File: src/rtl/zdi_pkg.sv
// zdi_pkg: types and constants shared by the zero-velocity-update double integrator.
// Used by zdi_ctrl, zdi_datapath and zupt_double_integrator.
`default_nettype none

package zdi_pkg;

    localparam int DT_W   = 16;   // time step, 2^-20 s
    localparam int ACC_W  = 24;   // acceleration, Q8.16 m/s^2
    localparam int DIST_W = 32;   // velocity, position and latch, Q16.16
    localparam int FRAC_SHIFT = 20;

    // tuser bit positions on the input channel
    localparam int USER_MOVING = 0;
    localparam int USER_CLEAR  = 1;
    localparam int USER_W      = 2;

    typedef enum logic [1:0] {
        ST_IDLE,
        ST_VEL,
        ST_POS
    } zdi_state_t;

    typedef struct packed {
        logic load;       // capture the accepted item
        logic vel_step;   // edge actions, latch clear, velocity update
        logic pos_step;   // position update and result load
    } zdi_cmd_t;

    // a plus b, clipped to the signed 32-bit range
    function automatic logic signed [DIST_W-1:0] sat_add(
        input logic signed [DIST_W-1:0] a,
        input logic signed [DIST_W:0]   b
    );
        logic signed [DIST_W+1:0] s;
        s = {{2{a[DIST_W-1]}}, a} + {b[DIST_W], b};
        if (s[DIST_W+1:DIST_W-1] == 3'b000 || s[DIST_W+1:DIST_W-1] == 3'b111) begin
            sat_add = s[DIST_W-1:0];
        end else if (s[DIST_W+1]) begin
            sat_add = {1'b1, {(DIST_W-1){1'b0}}};
        end else begin
            sat_add = {1'b0, {(DIST_W-1){1'b1}}};
        end
    endfunction

endpackage

`default_nettype wire

File: src/rtl/zdi_ctrl.sv
// zdi_ctrl: sequencer for the integrator; handshakes and datapath commands.
// Depends on zdi_pkg for the state type and the command struct.
`default_nettype none

module zdi_ctrl
    import zdi_pkg::*;
(
    input  wire logic aclk,
    input  wire logic aresetn,
    input  wire logic s_tvalid,
    output logic      s_tready,
    output logic      m_tvalid,
    input  wire logic m_tready,
    output zdi_cmd_t  cmd
);

    zdi_state_t state_reg, state_next;
    logic       m_tvalid_reg, m_tvalid_next;
    logic       out_free;

    assign out_free = !m_tvalid_reg || m_tready;
    assign m_tvalid = m_tvalid_reg;

    always_comb begin
        state_next = state_reg;
        case (state_reg)
            ST_IDLE: begin
                if (s_tvalid) begin
                    state_next = ST_VEL;
                end
            end
            ST_VEL: begin
                state_next = ST_POS;
            end
            ST_POS: begin
                // finish only once the result register can take the item
                if (out_free) begin
                    state_next = s_tvalid ? ST_VEL : ST_IDLE;
                end
            end
            default: begin
                state_next = ST_IDLE;
            end
        endcase
    end

    always_comb begin
        s_tready     = 1'b0;
        cmd.load     = 1'b0;
        cmd.vel_step = 1'b0;
        cmd.pos_step = 1'b0;
        case (state_reg)
            ST_IDLE: begin
                s_tready = 1'b1;
                cmd.load = s_tvalid;
            end
            ST_VEL: begin
                cmd.vel_step = 1'b1;
            end
            ST_POS: begin
                cmd.pos_step = out_free;
                s_tready     = out_free;
                cmd.load     = out_free && s_tvalid;
            end
            default: begin
                s_tready = 1'b0;
            end
        endcase
    end

    always_comb begin
        m_tvalid_next = m_tvalid_reg;
        if (cmd.pos_step) begin
            m_tvalid_next = 1'b1;
        end else if (m_tready) begin
            m_tvalid_next = 1'b0;
        end
    end

    always_ff @(posedge aclk) begin
        if (!aresetn) begin
            state_reg    <= ST_IDLE;
            m_tvalid_reg <= 1'b0;
        end else begin
            state_reg    <= state_next;
            m_tvalid_reg <= m_tvalid_next;
        end
    end

endmodule

`default_nettype wire

File: config.mk
export PLATFORM = sky130hd
export DESIGN_NAME = zdi_ctrl
export DESIGN_NICKNAME = d
export VERILOG_FILES = /design/src/rtl/zdi_pkg.sv /design/src/rtl/zdi_ctrl.sv
export SDC_FILE = /design/constraint.sdc
export NUM_CORES = 1
export LEC_CHECK = 0
export ABC_AREA = 1
export BUFFER_PORTS_ARGS = -buffer_cell sky130_fd_sc_hd__clkbuf_2
export CAP_MARGIN = 40
export CORE_AREA = 4 4 41 43
export CTS_BUF_LIST = sky130_fd_sc_hd__clkbuf_2 sky130_fd_sc_hd__clkbuf_4 sky130_fd_sc_hd__clkbuf_8
export CTS_CLUSTER_SIZE = 10
export DETAILED_ROUTE_END_ITERATION = 10
export DIE_AREA = 0 0 45 47
export MAX_ROUTING_LAYER = met4
export SLEW_MARGIN = 20
export SYNTH_ARGS = -nofsm -noshare
export SYNTH_HDL_FRONTEND = slang
export SYNTH_SLANG_ARGS = --single-unit
File: constraint.sdc
create_clock -name aclk -period 1.9 [get_ports aclk]
set_input_delay 0.095 -clock aclk [delete_from_list [all_inputs] [get_ports aclk]]
set_output_delay 0.095 -clock aclk [all_outputs]
set_load 0.1 [all_outputs]
### Word-level counts from Yosys, hierarchy flattened

Index checks and enable logic that the tools add are counted.

* equality and inequality tests: 4
* mux-type cells: 10
* reduce and logical (&&, ||, !) cells: 6

Operator list (number)
* 2-bit case mux with 3 select lines: 1
* 1-bit two-way mux: 5
* 2-bit two-way mux: 2
* 2-bit inequality test, second input constant: 2
* 1-bit case mux with 2 select lines: 2
* 2-bit by 1-bit equality test with 1-bit output, second input constant: 1
* 2-bit equality test, second input constant: 1
* 2-bit logical NOT: 1
* 2-bit AND reduction: 1
* 2-bit nonzero test: 1
* 1-bit logical AND: 1
* 1-bit logical NOT: 1
* 1-bit logical OR: 1

* register bits: 3
* input bits: 4
* logic and storage cells: 22

### Logic depth before layout (Yosys ltp)

Gate-level depths: netlist of run 1.

* depth in word-level cells: 4
* mapped depth: 4
* gate-level depth less buffers: 4

### Least setup slack after synthesis of run 1

OpenSTA, ideal clock, no wires.

* kind: register to output
* start: register m_tvalid_reg (netlist: m_tvalid)
* end: output port s_tready
* arrival time: 2.375 ns
* data required time: 1.805 ns
* path slack: -0.570 ns
* cell stages (with the launch flop): 2
* cells stage by stage: dfxtp_1 -> a31oi_1

* word-level cells in the longest chain between the ends: 3

RTL lines
* from (decl): line zdi_ctrl.sv:18 `logic m_tvalid_reg, m_tvalid_next;`
* from (signal assigned): line zdi_ctrl.sv:86 `m_tvalid_reg <= m_tvalid_next;`
* 1-bit logical NOT: line zdi_ctrl.sv:21 `assign out_free = !m_tvalid_reg || m_tready;`
* 1-bit logical OR: line zdi_ctrl.sv:21
* 1-bit case mux with 2 select lines: line zdi_ctrl.sv:52 `case (state_reg)`
* to (decl): line zdi_ctrl.sv:11 `output logic s_tready,`

Every way passes these cells.

==> results of run 1 <==
how the worst min path moves through the flow:
stage / from / to / slack [ps] / depth (start not counted)
2_1_floorplan: aresetn / m_tvalid$_SDFFE_PN0P_ / 230 / 2
3_3_place_gp: aresetn / state_reg[1]$_SDFFE_PN0P_ / 340 / 3
3_5_place_dp: aresetn / state_reg[1]$_SDFFE_PN0P_ / 340 / 3
4_1_cts: aresetn / state_reg[1]$_SDFFE_PN0P_ / 90 / 3
5_1_grt: aresetn / state_reg[1]$_SDFFE_PN0P_ / 100 / 3
6_report: aresetn / state_reg[1]$_SDFFE_PN0P_ / 100 / 3
worst max-delay path, stage by stage, from the launching register on:
cell and delay [ps]:
dfxtp_1 350, inv_1 120, nand2_1 80, a21oi_1 120, clkbuf_2 470
metal layers:
metal / global-route usage (%) / up-vias
met5: - / -
met4: 5.26 / 0
met3: 6.13 / 0
met2: 4.80 / 10
met1: 5.43 / 58
li1: - / 88
cell type report:
type	instances	area [µm²]
multi-input cells	13	80.1
well taps	15	18.8
inverters	5	18.8
repair buffers	8	40.0
flip-flops and latches	3	60.1
clock buffers	4	30.0
fillers	156	1050
power groups by stage:
stage	Combinational (mW)	Clock [mW]	Sequential, mW
floorplan	0.0503	0	0.0764
global route	0.0659	0.142	0.0719
finish	0.0617	0.124	0.0710
global placement	0.0620	0	0.0720
CTS	0.0623	0.133	0.0710
detailed placement	0.0622	0	0.0720
through the flow:
step	area, µm²	instances
final	248	48
after global routing	248	48
after CTS	248	48
after detailed placement	218	44
after global placement	218	44
after floorplan	174	23
kinds of logic after synthesis:
logic type,share of synthesized area (%)
compound gates,15.8
simple gates,25.2
buf+inv,21.3
flops,37.8
layout by cell type (no fill, tap or decap):
| master | n |
|---|---|
| clkbuf_2 | 8 |
| inv_1 | 5 |
| nand2_1 | 5 |
| clkbuf_4 | 4 |
| nor2_1 | 3 |
| dfxtp_1 | 3 |
| a21oi_1 | 2 |
| a31oi_4 | 1 |
| nand3_2 | 1 |
| a21oi_2 | 1 |
==> results.py, run 1 <==
metrics = {
    "cts": {
        "cts_made_buffers": 3,
        "clock-sinks": 3,
        "ctsRootBufferMaster": "clkbuf_4",
        "clk_latency_ps": 230,
        "tritoncts": "done",
        "cts_resized": 0,
        "postCtsSetupBuffers": 0,
        "htreeDepth": 1,
        "cts.hold.buffers_added": 0,
        "clkTransAtPathRegs_ps": 40,
        "cts_buffer_depth": 2,
    },
    "logic_synthesis": {
        "synth_area_leader_cell": "dfxtp_1",
        "netlist_instances": 23,
        "synth_edf_count": 0,
        "synth.distinct_cells": 9,
        "syn_area_um2": 159,
        "syn_nets": 27,
        "ys_async_sr_fraction_pct": 0,
        "netlist.area_leader.share_pct": 37.8,
        "synth_area_leaders": "dfxtp_1 38%, inv_1 12%, nand2_1 12%",
        "ys_warn_count": 0,
        "avgSynthCellArea_um2": 6.91,
        "synth_commonest_cells": "5 x inv_1, 5 x nand2_1, 3 x dfxtp_1, 3 x nor2_1",
        "ys.flop_type": "dfxtp_1",
        "ys_ff_latch": 3,
        "ys_seq_area_share_pct": 37.8,
    },
    "sta": {
        "tns_ps": 0,
        "timing.final.crit_share_pct": 77.4,
        "setup_violations": 0,
        "max-slew-margin-rel_pct": 64.1,
        "worst_pin_slew_ps": 541,
        "rsz0062_at_grt": "no",
        "period_needed_ps": 1470,
        "hold_slack_ps": 96.9,
        "finalMaxSlewViolations": 0,
        "skew_ps": 0.199,
        "fmax_mhz": 680,
        "hold_violations": 0,
        "fin_ws_ps": 428,
    },
    "cells_and_area": {
        "antennaDiodeCount": 0,
        "area_growth_syn_to_layout_pct": 55.9,
        "final_nets": 38,
        "drive_above_1_share_pct": 45.5,
        "largest_reg_flops": 2,
        "utilization_pct": 19.0,
    },
    "die": {
        "rows": 13,
        "die_area_um2": 2120,
        "die_x_um": 45,
        "start_util_pct": 12.2,
        "coreArea_um2": 1300,
        "io_pins": 9,
        "die_h_um": 47,
    },
    "route": {
        "drt-met1-wl_um": 178,
        "vias": 156,
        "first_pass_iters": 2,
        "top_layer_used": "met3",
        "wl_um": 342,
        "viasPerCell": 3.25,
        "routed-wl-met3_um": 59,
        "drt-wirelength-per-cell_um": 7.13,
        "drt_iter0_markers": 5,
        "met2WireLength_um": 104,
        "drtAntennaViolNets": 0,
        "drc": 0,
    },
    "power_and_ir_drop": {
        "p_comb_share_pct": 24.0,
        "p_per_area_nw_per_um2": 1040,
        "p_switching_mw": 0.0873,
        "p_seq_share_pct": 27.6,
        "pwr-share-clk_pct": 48.4,
        "max-vdd-ir-drop_mv": 0.224,
        "p_int_mw": 0.170,
        "power_mw": 0.257,
        "leakage_nw": 0.126,
        "swShare_pct": 34.0,
    },
    "setup_path": {
        "critical_path_class": "flip-flop to output port",
        "cp-startpoint": "state_reg[0]$_SDFFE_PN0P_",
        "startpoint_type": "flip-flop",
        "r2r-end": "m_tvalid$_SDFFE_PN0P_",
        "rr_worst_depth": 3,
        "required_ps": 1800,
        "reg2reg_from": "state_reg[0]$_SDFFE_PN0P_",
        "rrSetupSlack_ps": 1100,
        "cp.arrival_ps": 1380,
        "cp-end-kind": "output port",
        "critPathMaxFanout": 4,
        "cp-endpoint": "cmd[0]",
    },
    "placement": {
        "routabilityCongestion": 0.727,
        "place.port_buffers": 8,
        "pre_cts_ws_ps": 664,
        "dp.final_hpwl_um": 282,
    },
    "global_routing": {
        "grt_pass1_wl_um": 662,
        "gr-total-overflow": 0,
        "grt_max_degree": 6,
        "track_usage_pct": 5.37,
        "antenna_found_initial": 0,
        "grt_pass1_vias": 157,
    },
    "run_status": {
        "status": "finished, final reports clean",
    },
    "flow_run": {
        "cap_violations": 0,
    },
    "hold_path": {
        "hp-class": "primary input to flip-flop",
    },
}
No activity file was read; power rests on OpenSTA's default activity.
==> run 2: changes to the inputs <==
- clock period: 1.9 -> 1.35 ns (I/O delays scaled with it)
==> run 2 against run 1 <==
Effect of this change: non-clock buffer count did not move; register-to-register slack lost 550 ps; sequential cell count unchanged; total power rose by 51%; worst hold slack lost 25 ps; combinational power rose by 86%; clock power rose by 40%; via count grew 3.8%; highest routed layer unchanged.
==> results.py, run 2 (synthesized netlist as in run 1, its figures left out) <==
metrics = {
    "die": {
        "die_x_um": 45,
        "start_util_pct": 12.2,
        "coreArea_um2": 1300,
        "die_area_um2": 2120,
        "rows": 13,
        "io_pins": 9,
        "die_h_um": 47,
    },
    "power_and_ir_drop": {
        "max-vdd-ir-drop_mv": 0.283,
        "p_per_area_nw_per_um2": 1210,
        "power_mw": 0.388,
        "leakage_nw": 0.140,
    },
    "hold_path": {
        "min_to": "state_reg[1]$_SDFFE_PN0P_",
        "min_from": "aresetn",
        "hp-class": "primary input to flip-flop",
        "hold_depth": 3,
    },
    "route": {
        "wl_um": 355,
        "routed-wl-met3_um": 52,
        "drt-wirelength-per-cell_um": 7.40,
        "viasPerCell": 3.38,
        "drc": 0,
        "met2WireLength_um": 140,
        "drt_iter0_markers": 0,
        "first_pass_iters": 1,
        "vias": 162,
        "drt-met1-wl_um": 163,
        "drtAntennaViolNets": 0,
        "top_layer_used": "met3",
    },
    "cts": {
        "clkTransAtPathRegs_ps": 40,
        "cts_buffer_depth": 2,
        "tritoncts": "done",
        "cts_made_buffers": 3,
        "clk_latency_ps": 230,
        "clock-sinks": 3,
        "cts.hold.buffers_added": 0,
        "htreeDepth": 1,
        "ctsRootBufferMaster": "clkbuf_4",
    },
    "setup_path": {
        "path_cells": "inv_1 -> nand2_1 -> a21oi_2 -> buf_12",
        "rr_worst_depth": 3,
        "cp-end-kind": "output port",
        "rrSetupSlack_ps": 550,
        "critical_path_class": "flip-flop to output port",
        "critPathMaxFanout": 4,
        "startpoint_type": "flip-flop",
        "crit_path_top_delay_cell": "dfxtp_1",
        "path_buf_inv": 2,
        "required_ps": 1280,
        "max_stage_delay_ps": 340,
        "reg2reg_from": "state_reg[0]$_SDFFE_PN0P_",
        "cp.arrival_ps": 1140,
        "r2r-end": "m_tvalid$_SDFFE_PN0P_",
        "crit_family": "flip-flops",
    },
    "sta": {
        "finalMaxSlewViolations": 0,
        "timing.final.crit_share_pct": 89.3,
        "hold_violations": 0,
        "fmax_mhz": 829,
        "skew_ps": 1.86,
        "worst_pin_slew_ps": 543,
        "max-slew-margin-rel_pct": 64.0,
        "period_needed_ps": 1210,
        "setup_violations": 0,
        "tns_ps": 0,
        "rsz0062_at_grt": "no",
    },
    "global_routing": {
        "grt_max_degree": 6,
        "gr-total-overflow": 0,
        "track_usage_pct": 4.97,
        "grt_pass1_vias": 174,
        "grt_pass1_wl_um": 634,
        "antenna_found_initial": 0,
    },
    "cells_and_area": {
        "drive_above_1_share_pct": 57.6,
        "antennaDiodeCount": 0,
        "final_cell_mix": "5 x nand2_1, 4 x inv_1, 4 x clkbuf_4, 4 x clkbuf_2, 4 x buf_12",
        "largest_reg_flops": 2,
        "area_growth_syn_to_layout_pct": 102,
        "final_nets": 38,
        "layout_commonest_cell": "nand2_1",
    },
    "placement": {
        "place.port_buffers": 8,
        "routabilityCongestion": 0.670,
        "dp.final_hpwl_um": 304,
    },
    "flow_run": {
        "cap_violations": 0,
    },
    "run_status": {
        "status": "finished, final reports clean",
    },
}
run 2: changes by cell type in the layout (fill, tap and decap cells not counted), sizes merged:
| cell | delta |
|---|---|
| buf | +4 |
| clkbuf | -4 |
| clkinvlp | +1 |
| inv | -1 |
run 2: worst max-delay path by stage:
stage / slack (ps) / depth (start not counted) / start / endpoint
after detailed placement: 300 / 3 / state_reg[1]$_SDFFE_PN0P_ / cmd[0]
after global routing: 40 / 4 / state_reg[0]$_SDFFE_PN0P_ / cmd[0]
after floorplan: 70 / 3 / m_tvalid$_SDFFE_PN0P_ / cmd[2]
after CTS: 40 / 3 / state_reg[1]$_SDFFE_PN0P_ / cmd[0]
final: 140 / 4 / state_reg[0]$_SDFFE_PN0P_ / cmd[0]
after global placement: 290 / 4 / state_reg[1]$_SDFFE_PN0P_ / cmd[2]
run 2: worst reg2reg max path: stages, from the launching register on:
cell and delay [ps]:
dfxtp_1 400, inv_1 110, nand2_1 110, a21oi_1 70
run 2: timing repair:
| item | 4_1_cts | 5_1_grt |
|---|---|---|
| gates resized for setup | 0 | 2 |
| endpoints found under the setup margin | 0 | 2 |
| endpoints found under the hold margin | 0 | 0 |
| setup buffers | 0 | 0 |
run 2: metal layers:
layer	vias up	GRT usage, %
li1	90	-
met1	64	4.54
met2	8	5.37
met3	0	3.83
met4	0	7.02
met5	-	-
run 2: area by class of cell:
cell class,instances,area (µm²)
multi-input combinational,13,83.8
clock buffer,4,30.0
sequential,3,65.1
timing repair buffer,8,100
inverter,5,22.5
fill,151,981
tap,15,18.8
run 2: report_power, final:
part	total, mW	internal, mW	switching (mW)
registers	0.0990	0.0923	0.00670
logic	0.115	0.0370	0.0778
clock network	0.174	0.131	0.0434
total	0.388	0.260	0.128
run 2: metrics by stage:
| stage | cells | hold slack [ps] | worst slack, ps | util [%] | cell area (µm²) |
|---|---|---|---|---|---|
| 6_report | 48 | 71.5 | 144 | 24.6 | 320 |
| 5_1_grt | 48 | 76.2 | 44.0 | 24.6 | 320 |
| 4_1_cts | 48 | 70.3 | 42.0 | 24.2 | 315 |
| 3_5_place_dp | 44 | 319 | 301 | 21.9 | 285 |
| 3_3_place_gp | 44 | 314 | 295 | 21.9 | 285 |
| 2_1_floorplan | 23 | 189 | 66.6 | - | 181 |
==> run 3: changes to the inputs <==
- PLACE_DENSITY: unset -> 0.42
==> run 3 against run 2 <==
Effect of this change: global-route usage down 0.16 points; non-clock buffer count unchanged; first-iteration DRC count up 8; register-to-register slack about the same; combinational power about the same; cell count unchanged; maximum frequency about the same; sequential share of layout area unchanged; clock skew down 1.7 ps; worst setup slack about the same; sequential cell count unchanged; critical path type unchanged; critical endpoint unchanged.
==> results.py, run 3 (synthesized netlist as in run 1, its figures left out) <==
metrics = {
    "cts": {
        "cts.hold.buffers_added": 0,
        "tritoncts": "done",
        "ctsRootBufferMaster": "clkbuf_4",
        "htreeDepth": 1,
        "clkTransAtPathRegs_ps": 30,
        "cts_made_buffers": 3,
        "cts_buffer_depth": 2,
        "clock-sinks": 3,
        "clk_latency_ps": 230,
        "postCtsSetupBuffers": 0,
    },
    "global_routing": {
        "grt_max_degree": 6,
        "antenna_found_initial": 0,
        "track_usage_pct": 4.81,
        "gr-total-overflow": 0,
        "grt_pass1_wl_um": 614,
        "grt_pass1_vias": 166,
    },
    "setup_path": {
        "path_cells": "inv_1 -> nand2_1 -> a21oi_2 -> buf_12",
        "crit_path_top_delay_cell": "dfxtp_1",
        "critical_path_class": "flip-flop to output port",
        "cp-end-kind": "output port",
        "cp-startpoint": "state_reg[0]$_SDFFE_PN0P_",
        "cp.arrival_ps": 1140,
        "max_stage_delay_ps": 340,
        "critPathMaxFanout": 4,
        "required_ps": 1280,
        "path_buf_inv": 2,
        "crit_family": "flip-flops",
        "reg2reg_from": "state_reg[0]$_SDFFE_PN0P_",
        "startpoint_type": "flip-flop",
    },
    "placement": {
        "placedCellCount": 44,
        "place.port_buffers": 8,
        "routabilityCongestion": 0.705,
        "dp.final_hpwl_um": 301,
        "pre_cts_ws_ps": 300,
    },
    "power_and_ir_drop": {
        "max-vdd-ir-drop_mv": 0.287,
        "swShare_pct": 32.5,
        "power_mw": 0.385,
        "p_int_mw": 0.260,
        "leakage_nw": 0.140,
        "pwr-share-clk_pct": 44.4,
        "p_comb_share_pct": 29.8,
        "p_switching_mw": 0.125,
        "p_seq_share_pct": 25.7,
        "p_per_area_nw_per_um2": 1200,
    },
    "hold_path": {
        "hp-class": "primary input to flip-flop",
        "min_from": "aresetn",
    },
    "sta": {
        "worst_pin_slew_ps": 541,
        "tns_ps": 0,
        "finalMaxSlewViolations": 0,
        "setup_violations": 0,
        "period_needed_ps": 1210,
        "rsz0062_at_grt": "no",
        "skew_ps": 0.205,
        "hold_violations": 0,
        "max-slew-margin-rel_pct": 64.1,
        "timing.final.crit_share_pct": 89.3,
        "fmax_mhz": 829,
        "fin_ws_ps": 144,
    },
    "flow_run": {
        "cap_violations": 0,
    },
    "die": {
        "coreArea_um2": 1300,
        "die_x_um": 45,
        "die_h_um": 47,
        "io_pins": 9,
        "start_util_pct": 12.2,
        "rows": 13,
        "die_area_um2": 2120,
    },
    "route": {
        "vias": 164,
        "wl_um": 344,
        "drc": 0,
        "drt_iter0_markers": 8,
        "drt-wirelength-per-cell_um": 7.17,
        "first_pass_iters": 4,
        "drtAntennaViolNets": 0,
        "viasPerCell": 3.42,
    },
    "cells_and_area": {
        "largest_reg_flops": 2,
        "layout_commonest_cell": "nand2_1",
        "antennaDiodeCount": 0,
        "stdcell_count": 48,
        "drive_above_1_share_pct": 57.6,
        "final_nets": 38,
        "final_cell_mix": "5 x nand2_1, 4 x inv_1, 4 x clkbuf_4, 4 x clkbuf_2, 4 x buf_12",
        "area_growth_syn_to_layout_pct": 102,
    },
    "run_status": {
        "status": "finished, final reports clean",
    },
}
## run 3: cell counts in the layout (fill, tap and decap cells not counted)
Identical to the previous run, type by type.
## run 3: routing by layer
layer  part of all wire [%]  vias up  global-route usage [%]  wire length [µm]
met5                      0        -                       -                 0
met4                      0        0                    5.26                 0
met3                     17        0                    5.36                57
met2                     35        8                    4.52               119
met1                     48       67                    4.55               166
li1                       -       89                       -                 -
## run 3: power by group through the flow
stage                     Combinational [mW]  Sequential [mW]  Clock (mW)
after floorplan                       0.0726            0.106           0
after global placement                 0.115           0.0999           0
after detailed placement               0.115           0.0999           0
after CTS                              0.115           0.0986       0.182
after global routing                   0.120           0.0994       0.188
final                                  0.115           0.0990       0.171
## run 3: worst reg2reg max path: stages, from the launching register on
cell and delay (ps):
dfxtp_1 400, inv_1 110, nand2_1 110, a21oi_1 70
## run 3: per-stage QoR
stage	area [µm²]	utilization (%)	hold slack, ps
floorplan	181	-	189
global placement	285	21.9	314
detailed placement	285	21.9	314
CTS	315	24.2	70.9
global route	320	24.6	88.4
finish	320	24.6	73.3
## run 3: final cells by class
class                           count  area (µm²)
Fill cell                         151         981
Timing Repair Buffer                8         100
Multi-Input combinational cell     13        83.8
Sequential cell                     3        65.1
Clock buffer                        4        30.0
Inverter                            5        22.5
Tap cell                           15        18.8
## run 3: repair_timing
item / CTS / global route
setup endpoints to repair: 0 / 2
hold endpoints to repair: 0 / 0
resized for setup: 0 / 2
## run 3: worst paths after layout
| path | end | slack [ps] | depth (start not counted) |
|---|---|---|---|
| setup / recovery | cmd[0] | 140 | 4 |
| hold / removal | state_reg[1]$_SDFFE_PN0P_ | 70 | 3 |
| setup reg to reg | m_tvalid$_SDFFE_PN0P_ | 550 | 3 |
| hold reg to reg | state_reg[1]$_SDFFE_PN0P_ | 520 | 2 |
